<file path="src/hw/rtl/ifc_pkg.sv">
`timescale 1ns / 1ps
`default_nettype none

package ifc_pkg;

    localparam int unsigned QUEUE_DEPTH_DEF = 2;

    localparam logic [6:0] POS_LIMIT = 7'd127;

    localparam logic [1:0] CFG_LOCAL_ADDR     = 2'd0;
    localparam logic [1:0] CFG_NET_PATTERN    = 2'd1;
    localparam logic [1:0] CFG_TRACE_PORT_MIN = 2'd2;

    localparam logic [31:0] LOCAL_ADDR_RST     = 32'h0000_0000;
    localparam logic [31:0] NET_PATTERN_RST    = 32'h0a0a_0a00;
    localparam logic [15:0] TRACE_PORT_MIN_RST = 16'd33434;

    localparam logic [2:0] EV_PING   = 3'd0;
    localparam logic [2:0] EV_PONG   = 3'd1;
    localparam logic [2:0] EV_TRACE  = 3'd2;
    localparam logic [2:0] EV_SYN    = 3'd3;
    localparam logic [2:0] EV_FIN    = 3'd4;
    localparam logic [2:0] EV_IGMP   = 3'd5;
    localparam logic [2:0] EV_OTHER  = 3'd6;
    localparam logic [2:0] EV_TRUNC  = 3'd7;

    localparam logic [3:0] SVC_FTP       = 4'd0;
    localparam logic [3:0] SVC_SSH       = 4'd1;
    localparam logic [3:0] SVC_TELNET    = 4'd2;
    localparam logic [3:0] SVC_SMTP      = 4'd3;
    localparam logic [3:0] SVC_GOPHER    = 4'd4;
    localparam logic [3:0] SVC_FINGER    = 4'd5;
    localparam logic [3:0] SVC_WWW       = 4'd6;
    localparam logic [3:0] SVC_POP2      = 4'd7;
    localparam logic [3:0] SVC_POP3      = 4'd8;
    localparam logic [3:0] SVC_AUTH      = 4'd9;
    localparam logic [3:0] SVC_FTP_REPLY = 4'd10;
    localparam logic [3:0] SVC_UNKNOWN   = 4'd11;

    localparam logic [15:0] ETH_TYPE_IPV4 = 16'h0800;
    localparam logic [3:0]  IP_VERSION_4  = 4'd4;
    localparam logic [7:0]  PROTO_ICMP    = 8'd1;
    localparam logic [7:0]  PROTO_IGMP    = 8'd2;
    localparam logic [7:0]  PROTO_TCP     = 8'd6;
    localparam logic [7:0]  PROTO_UDP     = 8'd17;

    typedef struct packed {
        logic [31:0] local_addr;
        logic [31:0] net_pattern;
        logic [15:0] trace_port_min;
    } cfg_t;

    // Fields captured from one frame, handed from the front to the back.
    typedef struct packed {
        logic [6:0]  seen;
        logic [15:0] ether_type;
        logic [3:0]  version;
        logic [7:0]  protocol;
        logic [31:0] src_ip;
        logic [31:0] dst_ip;
        logic [15:0] sport;
        logic [15:0] dport;
        logic [5:0]  flags;
        logic [3:0]  tcount;
    } frame_rec_t;

    typedef struct packed {
        logic [2:0]  event_class;
        logic [3:0]  service_code;
        logic [31:0] src_addr;
        logic [31:0] dst_addr;
        logic [15:0] src_port;
        logic [15:0] dst_port;
    } event_t;

endpackage

`default_nettype wire

</file>
<file path="src/hw/rtl/inbound_frame_classifier.sv">
`timescale 1ns / 1ps
`default_nettype none

// Channel    Direction  Handshake                    Payload
// bytes      in         push / full                  frame_byte, last_byte
// events     out        empty / pop                  event_class .. dst_port
// config     in         cfg_valid / cfg_ready        cfg_index, cfg_data
//
// One frame byte is taken every cycle while full is low; bytes only update
// the capture registers of the front stage.
// On the last byte the captured fields enter a short queue; the back stage
// classifies one frame a cycle while its output slot is free or being drained,
// and registers its event in the output slot that drives the result ports.
// Filtered frames leave the queue without producing an event.
// full rises only while the queue is full and then holds every byte, so a
// stalled output backs up into the byte side once the queue has filled.
// Reset clears all control state.
module inbound_frame_classifier #(
    parameter int unsigned QUEUE_DEPTH = ifc_pkg::QUEUE_DEPTH_DEF
) (
    input  wire logic        clk,
    input  wire logic        rst_n,
    input  wire logic        push,
    output      logic        full,
    input  wire logic [7:0]  frame_byte,
    input  wire logic        last_byte,
    output      logic        empty,
    input  wire logic        pop,
    output      logic [2:0]  event_class,
    output      logic [3:0]  service_code,
    output      logic [31:0] src_addr,
    output      logic [31:0] dst_addr,
    output      logic [15:0] src_port,
    output      logic [15:0] dst_port,
    input  wire logic        cfg_valid,
    output      logic        cfg_ready,
    input  wire logic [1:0]  cfg_index,
    input  wire logic [31:0] cfg_data
);
    import ifc_pkg::*;

    logic        accept;
    logic        rec_push;
    frame_rec_t  rec_in;
    frame_rec_t  rec_out;
    logic        q_full;
    logic        q_empty;
    logic        q_pop;
    event_t      evt;
    logic        evt_valid;
    logic        out_pop;
    cfg_t        cfg_reg;
    cfg_t        cfg_next;

    assign cfg_ready = 1'b1;

    always_comb
    begin
        cfg_next = cfg_reg;
        if (cfg_valid)
        begin
            case (cfg_index)
                CFG_LOCAL_ADDR:     cfg_next.local_addr     = cfg_data;
                CFG_NET_PATTERN:    cfg_next.net_pattern    = cfg_data;
                CFG_TRACE_PORT_MIN: cfg_next.trace_port_min = cfg_data[15:0];
                default: ;
            endcase
        end
    end

    always_ff @(posedge clk or negedge rst_n)
    begin
        if (!rst_n)
        begin
            cfg_reg.local_addr     <= LOCAL_ADDR_RST;
            cfg_reg.net_pattern    <= NET_PATTERN_RST;
            cfg_reg.trace_port_min <= TRACE_PORT_MIN_RST;
        end
        else
        begin
            cfg_reg <= cfg_next;
        end
    end

    assign full   = q_full;
    assign accept = push && !q_full;

    ifc_front u_front (
        .clk        (clk),
        .rst_n      (rst_n),
        .accept     (accept),
        .frame_byte (frame_byte),
        .last_byte  (last_byte),
        .rec_push   (rec_push),
        .rec_data   (rec_in)
    );

    ifc_queue #(
        .DEPTH (QUEUE_DEPTH)
    ) u_queue (
        .clk     (clk),
        .rst_n   (rst_n),
        .wr_en   (rec_push),
        .wr_data (rec_in),
        .rd_en   (q_pop),
        .rd_data (rec_out),
        .q_full  (q_full),
        .q_empty (q_empty)
    );

    ifc_back u_back (
        .clk       (clk),
        .rst_n     (rst_n),
        .cfg       (cfg_reg),
        .rec       (rec_out),
        .rec_empty (q_empty),
        .rec_pop   (q_pop),
        .evt       (evt),
        .evt_valid (evt_valid),
        .evt_pop   (out_pop)
    );

    assign empty        = !evt_valid;
    assign out_pop      = pop && evt_valid;
    assign event_class  = evt.event_class;
    assign service_code = evt.service_code;
    assign src_addr     = evt.src_addr;
    assign dst_addr     = evt.dst_addr;
    assign src_port     = evt.src_port;
    assign dst_port     = evt.dst_port;

    a_pop_nonempty: assert property (@(posedge clk) disable iff (!rst_n)
        q_pop |-> !q_empty)
        else $error("record taken from an empty queue");

    a_pop_slot_free: assert property (@(posedge clk) disable iff (!rst_n)
        q_pop |-> (empty || pop))
        else $error("back stage overwrote a waiting event");

    a_trunc_zero: assert property (@(posedge clk) disable iff (!rst_n)
        (!empty && event_class == EV_TRUNC) |->
            (src_port == 16'd0 && dst_port == 16'd0 && service_code == 4'd0))
        else $error("truncated event carries port fields");

    a_svc_syn_only: assert property (@(posedge clk) disable iff (!rst_n)
        (!empty && event_class != EV_SYN) |-> (service_code == 4'd0))
        else $error("service code outside a syn event");

endmodule

`default_nettype wire

</file>
<file path="src/hw/rtl/ifc_front.sv">
`timescale 1ns / 1ps
`default_nettype none

module ifc_front (
    input  wire logic              clk,
    input  wire logic              rst_n,
    input  wire logic              accept,
    input  wire logic [7:0]        frame_byte,
    input  wire logic              last_byte,
    output      logic              rec_push,
    output      ifc_pkg::frame_rec_t rec_data
);
    import ifc_pkg::*;

    logic [6:0]  pos_reg;
    logic [6:0]  pos_next;
    logic [3:0]  ihl_reg;
    logic [3:0]  ihl_next;
    frame_rec_t  rec_reg;
    frame_rec_t  rec_next;
    frame_rec_t  cur;
    logic [3:0]  ihl_eff;
    logic [6:0]  start;
    logic [6:0]  rel;
    logic        in_win;
    logic        live;

    always_comb
    begin
        live    = (pos_reg != POS_LIMIT);
        ihl_eff = (pos_reg == 7'd14) ? frame_byte[3:0] : ihl_reg;
        start   = 7'd14 + {1'b0, ihl_eff, 2'b00};
        rel     = pos_reg - start;
        in_win  = live && (pos_reg >= start) && (rel < 7'd15);

        cur      = rec_reg;
        cur.seen = live ? (pos_reg + 7'd1) : POS_LIMIT;
        if (live)
        begin
            case (pos_reg)
                7'd12: cur.ether_type[15:8] = frame_byte;
                7'd13: cur.ether_type[7:0]  = frame_byte;
                7'd14: cur.version          = frame_byte[7:4];
                7'd23: cur.protocol         = frame_byte;
                7'd26: cur.src_ip[31:24]    = frame_byte;
                7'd27: cur.src_ip[23:16]    = frame_byte;
                7'd28: cur.src_ip[15:8]     = frame_byte;
                7'd29: cur.src_ip[7:0]      = frame_byte;
                7'd30: cur.dst_ip[31:24]    = frame_byte;
                7'd31: cur.dst_ip[23:16]    = frame_byte;
                7'd32: cur.dst_ip[15:8]     = frame_byte;
                7'd33: cur.dst_ip[7:0]      = frame_byte;
                default: ;
            endcase
        end
        // Transport window may overlap the IP header when IHL is small.
        if (in_win)
        begin
            case (rel[3:0])
                4'd0:  cur.sport[15:8] = frame_byte;
                4'd1:  cur.sport[7:0]  = frame_byte;
                4'd2:  cur.dport[15:8] = frame_byte;
                4'd3:  cur.dport[7:0]  = frame_byte;
                4'd13: cur.flags       = frame_byte[5:0];
                default: ;
            endcase
            cur.tcount = rel[3:0] + 4'd1;
        end

        pos_next = pos_reg;
        ihl_next = ihl_reg;
        rec_next = rec_reg;
        if (accept)
        begin
            if (last_byte)
            begin
                pos_next = '0;
                ihl_next = '0;
                rec_next = '0;
            end
            else
            begin
                pos_next = cur.seen;
                ihl_next = ihl_eff;
                rec_next = cur;
            end
        end
    end

    always_ff @(posedge clk or negedge rst_n)
    begin
        if (!rst_n)
        begin
            pos_reg <= '0;
            ihl_reg <= '0;
            rec_reg <= '0;
        end
        else
        begin
            pos_reg <= pos_next;
            ihl_reg <= ihl_next;
            rec_reg <= rec_next;
        end
    end

    assign rec_push = accept && last_byte;
    assign rec_data = cur;

endmodule

`default_nettype wire

</file>
<file path="src/hw/rtl/ifc_queue.sv">
`timescale 1ns / 1ps
`default_nettype none

module ifc_queue #(
    parameter int unsigned DEPTH = ifc_pkg::QUEUE_DEPTH_DEF
) (
    input  wire logic                clk,
    input  wire logic                rst_n,
    input  wire logic                wr_en,
    input  wire ifc_pkg::frame_rec_t wr_data,
    input  wire logic                rd_en,
    output      ifc_pkg::frame_rec_t rd_data,
    output      logic                q_full,
    output      logic                q_empty
);
    import ifc_pkg::*;

    localparam int unsigned AW = (DEPTH > 1) ? $clog2(DEPTH) : 1;
    localparam int unsigned CW = $clog2(DEPTH + 1);
    localparam logic [AW-1:0] LAST_SLOT = AW'(DEPTH - 1);
    localparam logic [CW-1:0] FULL_CNT  = CW'(DEPTH);

    frame_rec_t      slot_reg [DEPTH];
    logic [AW-1:0]   wr_ptr_reg;
    logic [AW-1:0]   wr_ptr_next;
    logic [AW-1:0]   rd_ptr_reg;
    logic [AW-1:0]   rd_ptr_next;
    logic [CW-1:0]   cnt_reg;
    logic [CW-1:0]   cnt_next;

    assign q_full  = (cnt_reg == FULL_CNT);
    assign q_empty = (cnt_reg == '0);
    assign rd_data = slot_reg[rd_ptr_reg];

    always_comb
    begin
        wr_ptr_next = wr_ptr_reg;
        rd_ptr_next = rd_ptr_reg;
        cnt_next    = cnt_reg;
        if (wr_en)
        begin
            wr_ptr_next = (wr_ptr_reg == LAST_SLOT) ? '0 : wr_ptr_reg + AW'(1);
        end
        if (rd_en)
        begin
            rd_ptr_next = (rd_ptr_reg == LAST_SLOT) ? '0 : rd_ptr_reg + AW'(1);
        end
        if (wr_en && !rd_en)
        begin
            cnt_next = cnt_reg + CW'(1);
        end
        else if (rd_en && !wr_en)
        begin
            cnt_next = cnt_reg - CW'(1);
        end
    end

    always_ff @(posedge clk or negedge rst_n)
    begin
        if (!rst_n)
        begin
            wr_ptr_reg <= '0;
            rd_ptr_reg <= '0;
            cnt_reg    <= '0;
        end
        else
        begin
            wr_ptr_reg <= wr_ptr_next;
            rd_ptr_reg <= rd_ptr_next;
            cnt_reg    <= cnt_next;
        end
    end

    always_ff @(posedge clk)
    begin
        if (wr_en)
        begin
            slot_reg[wr_ptr_reg] <= wr_data;
        end
    end

endmodule

`default_nettype wire

</file>
<file path="src/hw/rtl/ifc_back.sv">
`timescale 1ns / 1ps
`default_nettype none

module ifc_back (
    input  wire logic                clk,
    input  wire logic                rst_n,
    input  wire ifc_pkg::cfg_t       cfg,
    input  wire ifc_pkg::frame_rec_t rec,
    input  wire logic                rec_empty,
    output      logic                rec_pop,
    output      ifc_pkg::event_t     evt,
    output      logic                evt_valid,
    input  wire logic                evt_pop
);
    import ifc_pkg::*;

    logic        hit;
    event_t      cand;
    logic [3:0]  need;
    logic        valid_reg;
    logic        valid_next;
    event_t      evt_reg;

    function automatic logic [3:0] service_of(input logic [15:0] dport,
                                              input logic [15:0] sport);
        logic [3:0] code;
        begin
            case (dport)
                16'd21:  code = SVC_FTP;
                16'd22:  code = SVC_SSH;
                16'd23:  code = SVC_TELNET;
                16'd25:  code = SVC_SMTP;
                16'd70:  code = SVC_GOPHER;
                16'd79:  code = SVC_FINGER;
                16'd80:  code = SVC_WWW;
                16'd109: code = SVC_POP2;
                16'd110: code = SVC_POP3;
                16'd113: code = SVC_AUTH;
                default: code = (sport != 16'd0) ? SVC_FTP_REPLY : SVC_UNKNOWN;
            endcase
            return code;
        end
    endfunction

    always_comb
    begin
        hit               = 1'b1;
        cand.event_class  = EV_OTHER;
        cand.service_code = '0;
        cand.src_addr     = rec.src_ip;
        cand.dst_addr     = rec.dst_ip;
        cand.src_port     = '0;
        cand.dst_port     = '0;

        case (rec.protocol)
            PROTO_ICMP: need = 4'd1;
            PROTO_UDP:  need = 4'd4;
            PROTO_TCP:  need = 4'd14;
            default:    need = 4'd0;
        endcase

        if (rec.seen < 7'd14)
        begin
            cand.event_class = EV_TRUNC;
        end
        else if (rec.ether_type != ETH_TYPE_IPV4)
        begin
            hit = 1'b0;
        end
        else if (rec.seen < 7'd15)
        begin
            cand.event_class = EV_TRUNC;
        end
        else if (rec.version != IP_VERSION_4)
        begin
            hit = 1'b0;
        end
        else if (rec.seen < 7'd34)
        begin
            cand.event_class = EV_TRUNC;
        end
        else if (rec.dst_ip != cfg.local_addr)
        begin
            hit = 1'b0;
        end
        else if ((rec.src_ip & cfg.net_pattern) == cfg.net_pattern)
        begin
            hit = 1'b0;
        end
        else if (rec.tcount < need)
        begin
            cand.event_class = EV_TRUNC;
        end
        else
        begin
            case (rec.protocol)
                PROTO_ICMP:
                begin
                    // ICMP type sits in the first transport byte
                    if (rec.sport[15:8] == 8'd8)
                    begin
                        cand.event_class = EV_PING;
                    end
                    else if (rec.sport[15:8] == 8'd0)
                    begin
                        cand.event_class = EV_PONG;
                    end
                    else
                    begin
                        hit = 1'b0;
                    end
                end
                PROTO_UDP:
                begin
                    if (rec.dport >= cfg.trace_port_min)
                    begin
                        cand.event_class = EV_TRACE;
                        cand.dst_port    = rec.dport;
                    end
                    else
                    begin
                        hit = 1'b0;
                    end
                end
                PROTO_TCP:
                begin
                    if (rec.flags == 6'h02)
                    begin
                        cand.event_class  = EV_SYN;
                        cand.service_code = service_of(rec.dport, rec.sport);
                        cand.src_port     = rec.sport;
                        cand.dst_port     = rec.dport;
                    end
                    else if (rec.flags == 6'h01)
                    begin
                        cand.event_class = EV_FIN;
                        cand.src_port    = rec.sport;
                        cand.dst_port    = rec.dport;
                    end
                    else
                    begin
                        hit = 1'b0;
                    end
                end
                PROTO_IGMP: cand.event_class = EV_IGMP;
                default:    cand.event_class = EV_OTHER;
            endcase
        end
    end

    // Take a record whenever the output slot is free or being drained.
    assign rec_pop = !rec_empty && (!valid_reg || evt_pop);

    always_comb
    begin
        valid_next = valid_reg;
        if (rec_pop)
        begin
            valid_next = hit;
        end
        else if (evt_pop)
        begin
            valid_next = 1'b0;
        end
    end

    always_ff @(posedge clk or negedge rst_n)
    begin
        if (!rst_n)
        begin
            valid_reg <= 1'b0;
        end
        else
        begin
            valid_reg <= valid_next;
        end
    end

    always_ff @(posedge clk)
    begin
        if (rec_pop && hit)
        begin
            evt_reg <= cand;
        end
    end

    assign evt       = evt_reg;
    assign evt_valid = valid_reg;

endmodule

`default_nettype wire

</file>
<file path="config.mk">
export PLATFORM = sky130hd
export DESIGN_NAME = inbound_frame_classifier
export DESIGN_NICKNAME = d
export VERILOG_FILES = /design/src/hw/rtl/ifc_pkg.sv /design/src/hw/rtl/inbound_frame_classifier.sv /design/src/hw/rtl/ifc_front.sv /design/src/hw/rtl/ifc_queue.sv /design/src/hw/rtl/ifc_back.sv
export SDC_FILE = /design/constraint.sdc
export NUM_CORES = 1
export LEC_CHECK = 0
export ABC_AREA = 0
export BUFFER_PORTS_ARGS = -buffer_cell sky130_fd_sc_hd__clkbuf_2
export CORE_MARGIN = 3
export CORE_UTILIZATION = 28
export CTS_CLUSTER_DIAMETER = 100
export DETAILED_ROUTE_END_ITERATION = 8
export PLACE_DENSITY = 0.46
export SYNTH_ARGS = -nofsm -noshare
export SYNTH_HDL_FRONTEND = slang
export SYNTH_SLANG_ARGS = --single-unit
</file>
<file path="constraint.sdc">
create_clock -name clk -period 15.8 [get_ports clk]
set_input_delay 1.58 -clock clk [delete_from_list [all_inputs] [get_ports clk]]
set_output_delay 1.58 -clock clk [all_outputs]
set_load 0.02 [all_outputs]
</file>
==> impl_results.md, run 1 <==
* Placed cell area at 28200 um2
* Critical path fanouts, max at 64
* Sequential element share of the synthesized area at 66.4%
* Worst endpoint data arrival time at 5830 ps
* Max FFs per register at 282
* Asr flop ratio synth at 37.4%
* Avg Cell Area, Syn at 14.9 um2
* Final period util at 35.5%
* DR vias/cell at 4.74
* Die W at 311 um
* Crit-path slowest cell: buf_4
* Worst Setup End Kind: register
* Non-Filler Instances at 3208
* Met1 WL at 32200 um
* Design area at 30400 um2
* Post-CTS Hold Buffers at 0
* Internal power at 3040 uW
* Inst Count DP at 3079
* Vias in the first global route at 16000
* Post-synth top cells: edfxtp_1 (385), mux2_2 (273), dfrtp_1 (218)
* WL per Instance at 22.5 um
* Synth area leader: edfxtp_1
* IO buf count at 152
* Met3 wire length at 2480 um
* Metal2 WL at 35700 um
* Yosys reg bits at 615
* First-pass GRT wire length at 108000 um
* Setup TNS at 0 ps
* CP Cell Sequence: buf_4 > buf_4 > mux2_2 > xor2_1 > nor4_1 > nand4_1 > nor3_4 > nor2b_1 > nor3_2 > buf_4
* DIE AREA at 96800 um2
* CTS tree: done
* Netlist cell types at 68
* # IOs at 154
* Syn. warnings at 0
* Reg power frac at 46.0%
* Standby leakage power at 0.0119 uW
* Cell family with most CP delay: buffers and inverters
* Max stage delay on crit path at 800 ps
* Chip height at 311 um
* Clock Tree Buf Depth at 3
* Largest net degree at the start of global routing at 107
* Crit Path Category: register to register
* Post_cts resized at 0
* Combinational share of power at 17.6%
* Cell Area, Synth at 26100 um2
* Layout net count at 1987
* DRC at 0
* Slew Limit Fails at 0
* Part of the power in the clock network at 36.5%
* Switching Fraction at 28.9%
* Routed Wire Length at 72100 um
* Endpoints failing hold at 0
* # fillers at 8945
* Site Rows at 111
* CP most frequent cell: buf_4
* Top-count cell post-synth: edfxtp_1
* Max Cap Violations at 0
* Top Metal Used: met4
* Crit start category: register
* Synth Flop Type: edfxtp_1
* Root buffer cell: clkbuf_16
* Worst IR drop on VDD at 0.0752 mV
* Register Area at 17300 um2
* P per Cell Area at 141 nW/um2
* Final Wtd Congestion at 0.755
* Status: completed
* Final setup viols at 0
* Slew headroom at 31.0%
* Syn-to-layout area delta at 16.7%
* Congestion Overflow GR at 0
* Ranking of synthesized cells by area: edfxtp_1 (44%), dfrtp_1 (21%), mux2_2 (12%)
* Sw power at 1240 uW
* Hold WC Path Type: register to register
* H-tree Lvls at 3
* Initial antenna violation count at 3
* Initial DRT Pass Iterations at 5
* Syn Nets at 1831
* Clock-pin slew on the worst setup and hold paths at 60 ps
* Worst slew pin tran at 1030 ps
* Crit path buf inv count at 3
* Multi-input gate area at 8130 um2
* Initial DRC count at 899
* Initial Util at 28.3%
* Worst Clk Skew at 33.1 ps
* Cells after synthesis at 1751
* Total GRT Usage at 14.8%
* Crit path required time at 16020 ps
* Sink Count at 615
* Share of layout cells above drive strength 1 at 30.7%
* Clock period minus worst slack at 5610 ps
* Core footprint at 92100 um2
* Hpwl dp at 46300 um
* Antenna viol nets, final at 0
* RSZ-0062 raised after global routing: false
* Final Power at 4280 uW
* Via count at 15200
* Buffer count from post-CTS setup fixing at 0
* Top-area cell type share of the netlist area at 44.3%
* Clk_lat worst skew at 620 ps
* Fmax at 178 MHz
* CTS Buf Count at 69
* Number of flops mapped to enable cells by yosys at 385
## per-stage QoR
stage	hold WS (ps)	worst slack, ps	utilization (%)
6_report	478	10190	33.0
5_1_grt	507	9850	33.0
4_1_cts	484	9970	33.0
3_5_place_dp	471	10000	30.6
3_3_place_gp	468	10070	30.6
2_1_floorplan	450	5100	-
## tightest hold or removal path, cell delays in order (launching register included)
cell	delay, ps
dfrtp_1	340
nand2_1	50
o21ai_0	60
## final timing paths
| path | startpoint | endpoint | slack [ps] | cells after the start |
|---|---|---|---|---|
| setup / recovery | u_queue.rd_ptr_reg | u_back.evt[45] | 10190 | 10 |
| hold reg to reg | u_front.ihl_reg[1] | u_front.ihl_reg[1] | 480 | 2 |
| hold / removal | u_front.ihl_reg[1] | u_front.ihl_reg[1] | 480 | 2 |
| min in group asynchronous | rst_n | cfg_reg[70] | 1050 | 1 |
| max in group asynchronous | rst_n | u_queue.rd_ptr_reg | 13090 | 2 |
| setup reg to reg | u_queue.rd_ptr_reg | u_back.evt[45] | 10190 | 10 |
## power by group through the flow
stage | combinational, uW | clock [uW] | sequential, uW
CTS | 772 | 1610 | 1970
global placement | 763 | 0 | 2000
finish | 753 | 1560 | 1970
floorplan | 530 | 0 | 1980
global route | 823 | 1670 | 1980
detailed placement | 767 | 0 | 2000
## layout make-up
type / count / share of cell area (%)
Timing Repair Buffer: 173 / 3.05
Sequential cell: 615 / 57.0
Antenna cell: 1 / 0.00822
Multi-Input combinational cell: 979 / 26.7
Inverter: 69 / 0.851
Tap cell: 1243 / 5.11
Clock buffer: 86 / 6.15
Clock inverter: 42 / 1.13
## cells in the final DEF, fill, tap and decap left out, types with 15 or more instances in the layout
cell type  count
edfxtp_1     385
mux2_2       273
dfrtp_1      217
clkbuf_2     151
nand2_1      106
a22o_1       101
clkbuf_16     70
inv_1         68
nor2_1        46
nand3b_1      42
xor2_1        41
o211ai_1      35
mux2i_1       34
ha_1          31
nor4_1        26
buf_4         21
o21ai_0       20
a21oi_1       19
nand3_1       18
o22ai_1       16
nand2b_1      15
## metal layers
layer	GRT usage [%]	vias to the layer above
met5	0	-
met4	4.71	0
met3	2.06	92
met2	25.2	287
met1	19.4	7903
li1	-	6914
## kinds of logic (layout without fill, tap and decap cells)
group	after synthesis	after routing	share of synthesized area, %
buffers and inverters	157	370	2.54
DFF	615	615	66.4
xor gates and xnor gates	50	50	1.68
muxes	316	316	13.6
AOI/OAI and AO/OA	236	236	6.97
other	1	2	0.0144
adders and majority gates	32	32	1.56
and+or+nand+nor	344	344	7.18
No activity file was read; power rests on OpenSTA's default activity.
==> run 2, diff against run 1 <==
- PLACE_DENSITY: 0.46 -> 0.47
- clock period: 15.8 -> 4.95 ns (I/O delays scaled with it)
==> run 2 against run 1 <==
Effect of this change:
- combinational power rose to 3.5 times the previous value
- hold slack got worse by 330 ps
- critical endpoint is now u_front.rec_reg[23]
- global-route usage fell by 0.14 points
- first-iteration DRC count rose by 10%
- largest cell class unchanged
- critical path depth rose by 5
- sequential power rose to 3.2 times the previous value
==> impl_results.md, run 2 (synthesized netlist as in run 1, its figures left out) <==
* First-pass GRT wire length at 107000 um (-0.85%)
* Clock Tree Buf Depth at 3 (unchanged)
* Final worst-path setup slack at 636 ps (-9560 ps)
* Reg power frac at 45.2% (-0.8 points)
* Most frequent cells in the layout: edfxtp_1 (385), mux2_2 (271), dfrtp_1 (217), clkbuf_2 (151), nand2_1 (106)
* Core footprint at 92100 um2 (unchanged)
* Hpwl dp at 47000 um (+1.6%)
* Clock-pin slew on the worst setup and hold paths at 60 ps (about the same)
* Worst Clk Skew at 27.9 ps (-5.28 ps)
* DIE AREA at 96800 um2 (unchanged)
* Worst slew pin tran at 1200 ps (+172 ps)
* CTS Buf Count at 67 (-2.9%)
* Switching Fraction at 28.9% (-0.079 points)
* Routed Wire Length at 71400 um (-0.96%)
* Combinational share of power at 18.9% (+1.3 points)
* Antenna viol nets, final at 0 (unchanged)
* Largest net degree at the start of global routing at 105 (-1.9%)
* Share of layout cells above drive strength 1 at 31.3% (+0.63 points)
* Setup TNS at 0 ps (unchanged)
* Worst endpoint data arrival time at 4780 ps (-1050 ps)
* Slew headroom at 19.6% (-11 points)
* Non-Filler Instances at 3222 (+0.44%)
* Chip height at 311 um (unchanged)
* Fmax at 232 MHz (+30%)
* Status: completed
* Initial Util at 28.3% (unchanged)
* Final period util at 87.2% (+52 points)
* Crit path required time at 5420 ps (-10600 ps)
* Worst Setup End Kind: register
* # IOs at 154 (unchanged)
* ANT cells at 0 (-1)
* Max Cap Violations at 0 (unchanged)
* Sink Count at 615 (unchanged)
* # fillers at 8965 (+0.22%)
* Initial DRC count at 993 (+10%)
* Site Rows at 111 (unchanged)
* Standby leakage power at 0.0120 uW (+0.95%)
* Final setup viols at 0 (unchanged)
* Crit start category: register
* Die W at 311 um (unchanged)
* Slew Limit Fails at 0 (unchanged)
* WL per Instance at 22.2 um (-1.4%)
* Initial antenna violation count at 2 (-1)
* Hold WC Path Type: primary input to register
* DP Worst Slack at 695 ps (-9300 ps)
* Via count at 15300 (+0.82%)
* Commonest non-fill, non-tap cell in the layout: edfxtp_1
* P per Cell Area at 450 nW/um2 (+220%)
* Root buffer cell: clkbuf_16
* Crit Path Category: register to register
* Fin Hold WS at 145 ps (-333 ps)
* Endpoints failing hold at 0 (unchanged)
* Sw power at 3980 uW (+220%)
* DR vias/cell at 4.76 (+0.38%)
* Internal power at 9800 uW (+220%)
* Max FFs per register at 282 (unchanged)
* Initial DRT Pass Iterations at 5 (unchanged)
* Critical path fanouts, max at 16 (-75%)
* Part of the power in the clock network at 35.9% (-0.6 points)
* H-tree Lvls at 3 (unchanged)
* Total GRT Usage at 14.6% (-0.14 points)
* Congestion Overflow GR at 0 (unchanged)
* Clk_lat worst skew at 620 ps (about the same)
* Final Wtd Congestion at 0.792 (+4.9%)
* IO buf count at 152 (unchanged)
* Syn-to-layout area delta at 17.5%
* Final Power at 13800 uW (+220%)
* Inst Count DP at 3099 (+0.65%)
* DRC at 0 (unchanged)
* Layout net count at 2006 (+0.96%)
* Worst IR drop on VDD at 0.235 mV (+210%)
* Clock period minus worst slack at 4310 ps (-1290 ps)
* Vias in the first global route at 16000 (+0.46%)
* CTS tree: done
* RSZ-0062 raised after global routing: false
[run 2: cell types whose count changed in the layout (fill, tap and decap cells not counted), moves of 5 or more]
cell and change:
buf_12 +6, clkinv_1 -7, clkbuf_1 +8, clkinvlp_4 -5, buf_4 +14
[run 2: timing repair]
action	in CTS	in global routing
hold buffers	1	0
endpoints found under the hold margin	7	0
setup buffers	0	0
resized for setup	0	0
[run 2: critical path, cell delays in order, from the launching register on]
cell      delay, ps
dfrtp_1         570
nand2_1         130
nor4_1          180
buf_4           170
nand2_1         120
mux2i_1         350
ha_1            310
ha_1            340
xor2_1          190
and3_1          210
a211oi_1        220
and3_1          340
nand3_1         460
buf_4           370
nand3b_1        100
o211ai_1        100
[run 2: worst paths after layout]
kind | from | to | slack (ps) | cells past startpoint
max | u_front.pos_reg[2] | u_front.rec_reg[23] | 640 | 15
min | cfg_data[22] | cfg_reg[38] | 150 | 2
max reg2reg | u_front.pos_reg[2] | u_front.rec_reg[23] | 640 | 15
min reg2reg | u_front.rec_reg[7] | u_front.rec_reg[7] | 490 | 2
max in group asynchronous | rst_n | u_queue.rd_ptr_reg | 3160 | 3
min in group asynchronous | rst_n | cfg_reg[51] | 580 | 2
[run 2: metal layers]
metal  up-vias  routed length, um  track usage, %
met5         -                  0               0
met4         0               1580            4.25
met3        82               2560            2.52
met2       311              35100            24.7
met1      7994              32200            19.3
li1       6934                  -               -
[run 2: stage by stage]
| step | cell area, um2 | util, % |
|---|---|---|
| 2_1_floorplan | 26200 | - |
| 3_3_place_gp | 28500 | 30.9 |
| 3_5_place_dp | 28500 | 30.9 |
| 4_1_cts | 30600 | 33.3 |
| 5_1_grt | 30600 | 33.3 |
| 6_report | 30600 | 33.3 |
[run 2: power groups by stage]
stage / logic, uW / clock network (uW) / registers (uW)
5_1_grt: 2820 / 5320 / 6280
2_1_floorplan: 1750 / 0 / 6300
4_1_cts: 2660 / 5100 / 6230
3_3_place_gp: 2630 / 0 / 6320
3_5_place_dp: 2640 / 0 / 6330
6_report: 2600 / 4950 / 6230
[run 2: area by class of cell]
cell class	instances	area (um2)	area share [%]
Clock buffer	89	1800	5.87
Clock inverter	33	345	1.13
Inverter	69	259	0.845
Multi-Input combinational cell	979	8190	26.7
Sequential cell	615	17300	56.6
Tap cell	1243	1560	5.07
Timing Repair Buffer	194	1160	3.80
==> run 3, diff against run 2 <==
- CTS_CLUSTER_SIZE: unset -> 14
- MAX_ROUTING_LAYER: unset -> met4
==> run 3 against run 2 <==
Effect of this change:
- clock skew increased by 11 ps
- clock power decreased by 22%
- global-route usage increased by 0.26 points
- sequential cell count unchanged
- die area unchanged
- clock-buffer cell count increased by 1
- register-to-register slack improved by 30 ps
- critical path depth decreased by 2
- highest routed layer unchanged
==> impl_results.md, run 3 (synthesized netlist as in run 1, its figures left out) <==
* Status: completed
* Crit-path slowest cell: dfrtp_1
* Largest net degree at the start of global routing at 105 (unchanged)
* Inst Count DP at 3099 (unchanged)
* Min-Delay Startpoint: cfg_data[22]
* Endpoints failing hold at 0 (unchanged)
* Worst Clk Skew at 38.6 ps (+10.7 ps)
* Chip height at 311 um (unchanged)
* Worst Setup End Kind: register
* Clock Tree Buf Depth at 3 (unchanged)
* Final worst-path setup slack at 662 ps (+26.7 ps)
* Critical path fanouts, max at 11 (-5)
* ANT cells at 0 (unchanged)
* Final period util at 86.6% (-0.54 points)
* Routed Wire Length at 71300 um (-0.22%)
* Total GRT Usage at 14.9% (+0.26 points)
* Setup TNS at 0 ps (unchanged)
* Post_cts resized at 0 (unchanged)
* Initial Util at 28.3% (unchanged)
* Buffer count from post-CTS setup fixing at 0 (unchanged)
* RSZ-0062 raised after global routing: false
* Worst Hold Endpoint: cfg_reg[38]
* Crit start category: register
* Reg-to-Reg Start: u_front.pos_reg[2]
* Crit path buf inv count at 1 (-1)
* Worst slew pin tran at 1190 ps (-13.8 ps)
* Slew headroom at 20.5% (+0.92 points)
* Antenna viol nets, final at 0 (unchanged)
* # IOs at 154 (unchanged)
* Hold Crit Depth at 2 (unchanged)
* Commonest non-fill, non-tap cell in the layout: edfxtp_1
* Final setup viols at 0 (unchanged)
* DP Worst Slack at 695 ps (unchanged)
* Initial DRC count at 1138 (+15%)
* Multi-input gate area at 8190 um2 (unchanged)
* CTS Buf Count at 50 (-25%)
* Clock period minus worst slack at 4290 ps (-26.7 ps)
* H-tree Lvls at 2 (-1)
* Start point of the critical path: u_front.pos_reg[2]
* Register Area at 17300 um2 (unchanged)
* CTS tree: done
* Initial antenna violation count at 1 (-1)
* Syn-to-layout area delta at 15.0%
* Layout net count at 1989 (-0.85%)
* WL per Instance at 22.3 um (+0.66%)
* Crit path required time at 5300 ps (-120 ps)
* Slew Limit Fails at 0 (unchanged)
* Worst IR drop on VDD at 0.243 mV (+3.5%)
* Cell family with most CP delay: simple AND/OR/NAND/NOR gates
* Share of layout cells above drive strength 1 at 29.6% (-1.7 points)
* Max Cap Violations at 0 (unchanged)
* Core footprint at 92100 um2 (unchanged)
* Fmax at 233 MHz (+0.62%)
* Crit Path Category: register to register
* DR vias/cell at 4.78 (+0.43%)
* Vias in the first global route at 15900 (-1.2%)
* Sink Count at 615 (unchanged)
* Congestion Overflow GR at 0 (unchanged)
* CP Cell Sequence: nand2_1 > nor4_1 > buf_4 > nand2_1 > mux2i_1 > ha_1 > ha_1 > xor2_1 > and3_1 > a211oi_1 > and3_1 > nand3_1 > mux2_2
* # fillers at 9010 (+0.50%)
* FF-to-FF path depth at 13 (-2)
* Final Wtd Congestion at 0.803 (+1.4%)
* IO buf count at 152 (unchanged)
* R2R setup slack at 660 ps (+30 ps)
* Max FFs per register at 282 (unchanged)
* Root buffer cell: clkbuf_16
* P per Cell Area at 422 nW/um2 (-6.1%)
* DIE AREA at 96800 um2 (unchanged)
* Clk_lat worst skew at 620 ps (about the same)
* R2r endpoint: u_queue.slot_reg[0][21]
* Hold WC Path Type: primary input to register
* Non-Filler Instances at 3194 (-0.87%)
* Clock-pin slew on the worst setup and hold paths at 70 ps (about the same)
* Max stage delay on crit path at 570 ps (about the same)
* Worst endpoint data arrival time at 4640 ps (-140 ps)
* Initial DRT Pass Iterations at 5 (unchanged)
* Via count at 15300 (-0.44%)
* Hpwl dp at 47000 um (unchanged)
* Standby leakage power at 0.0117 uW (-2.8%)
* Site Rows at 111 (unchanged)
* Post-CTS Hold Buffers at 1 (unchanged)
* Most frequent cells in the layout: edfxtp_1 (385), mux2_2 (271), dfrtp_1 (217), clkbuf_2 (151), nand2_1 (106)
* Die W at 311 um (unchanged)
* First-pass GRT wire length at 106000 um (-0.96%)
* DRC at 0 (unchanged)
## run 3: worst max-delay path by stage
stage,endpoint,slack [ps],cells past startpoint
6_report,u_queue.slot_reg[0][21],660,13
5_1_grt,u_front.rec_reg[20],240,15
4_1_cts,u_queue.slot_reg[1][19],660,13
3_5_place_dp,u_queue.slot_reg[1][19],690,13
3_3_place_gp,u_queue.slot_reg[1][33],730,13
2_1_floorplan,u_back.evt[0],-550,15
## run 3: metal layers
| metal | up-vias | GRT usage [%] | part of all wire [%] |
|---|---|---|---|
| met1 | 7919 | 19.2 | 45 |
| li1 | 6887 | - | - |
| met4 | 0 | 4.59 | 3.1 |
| met5 | - | - | 0 |
| met2 | 346 | 24.2 | 48 |
| met3 | 101 | 2.27 | 3.8 |
## run 3: layout make-up
type                    count  area share, %
well taps                1243           5.18
clock buffers              90           4.74
inverters                  69          0.863
clock inverters             4          0.271
flip-flops and latches    615           57.8
repair buffers            194           3.88
multi-input cells         979           27.3
## run 3: power breakdown
group          switching, uW  internal, uW
logic                   1670           935
clock network           1890          1960
registers                212          6010
## run 3: stage by stage
step	total power [uW]	utilization (%)	area [um2]	hold slack, ps
final	12700	32.6	30000	126
after global routing	13300	32.6	30000	96.4
after CTS	12900	32.6	30000	83.6
after detailed placement	8970	30.9	28500	473
after global placement	8950	30.9	28500	468
after floorplan	8050	-	26200	199
## run 3: worst register-to-register path: stages (launching register included)
cell	delay, ps
dfrtp_1	570
nand2_1	140
nor4_1	180
buf_4	170
nand2_1	120
mux2i_1	350
ha_1	310
ha_1	340
xor2_1	190
and3_1	210
a211oi_1	210
and3_1	340
nand3_1	460
mux2_2	460
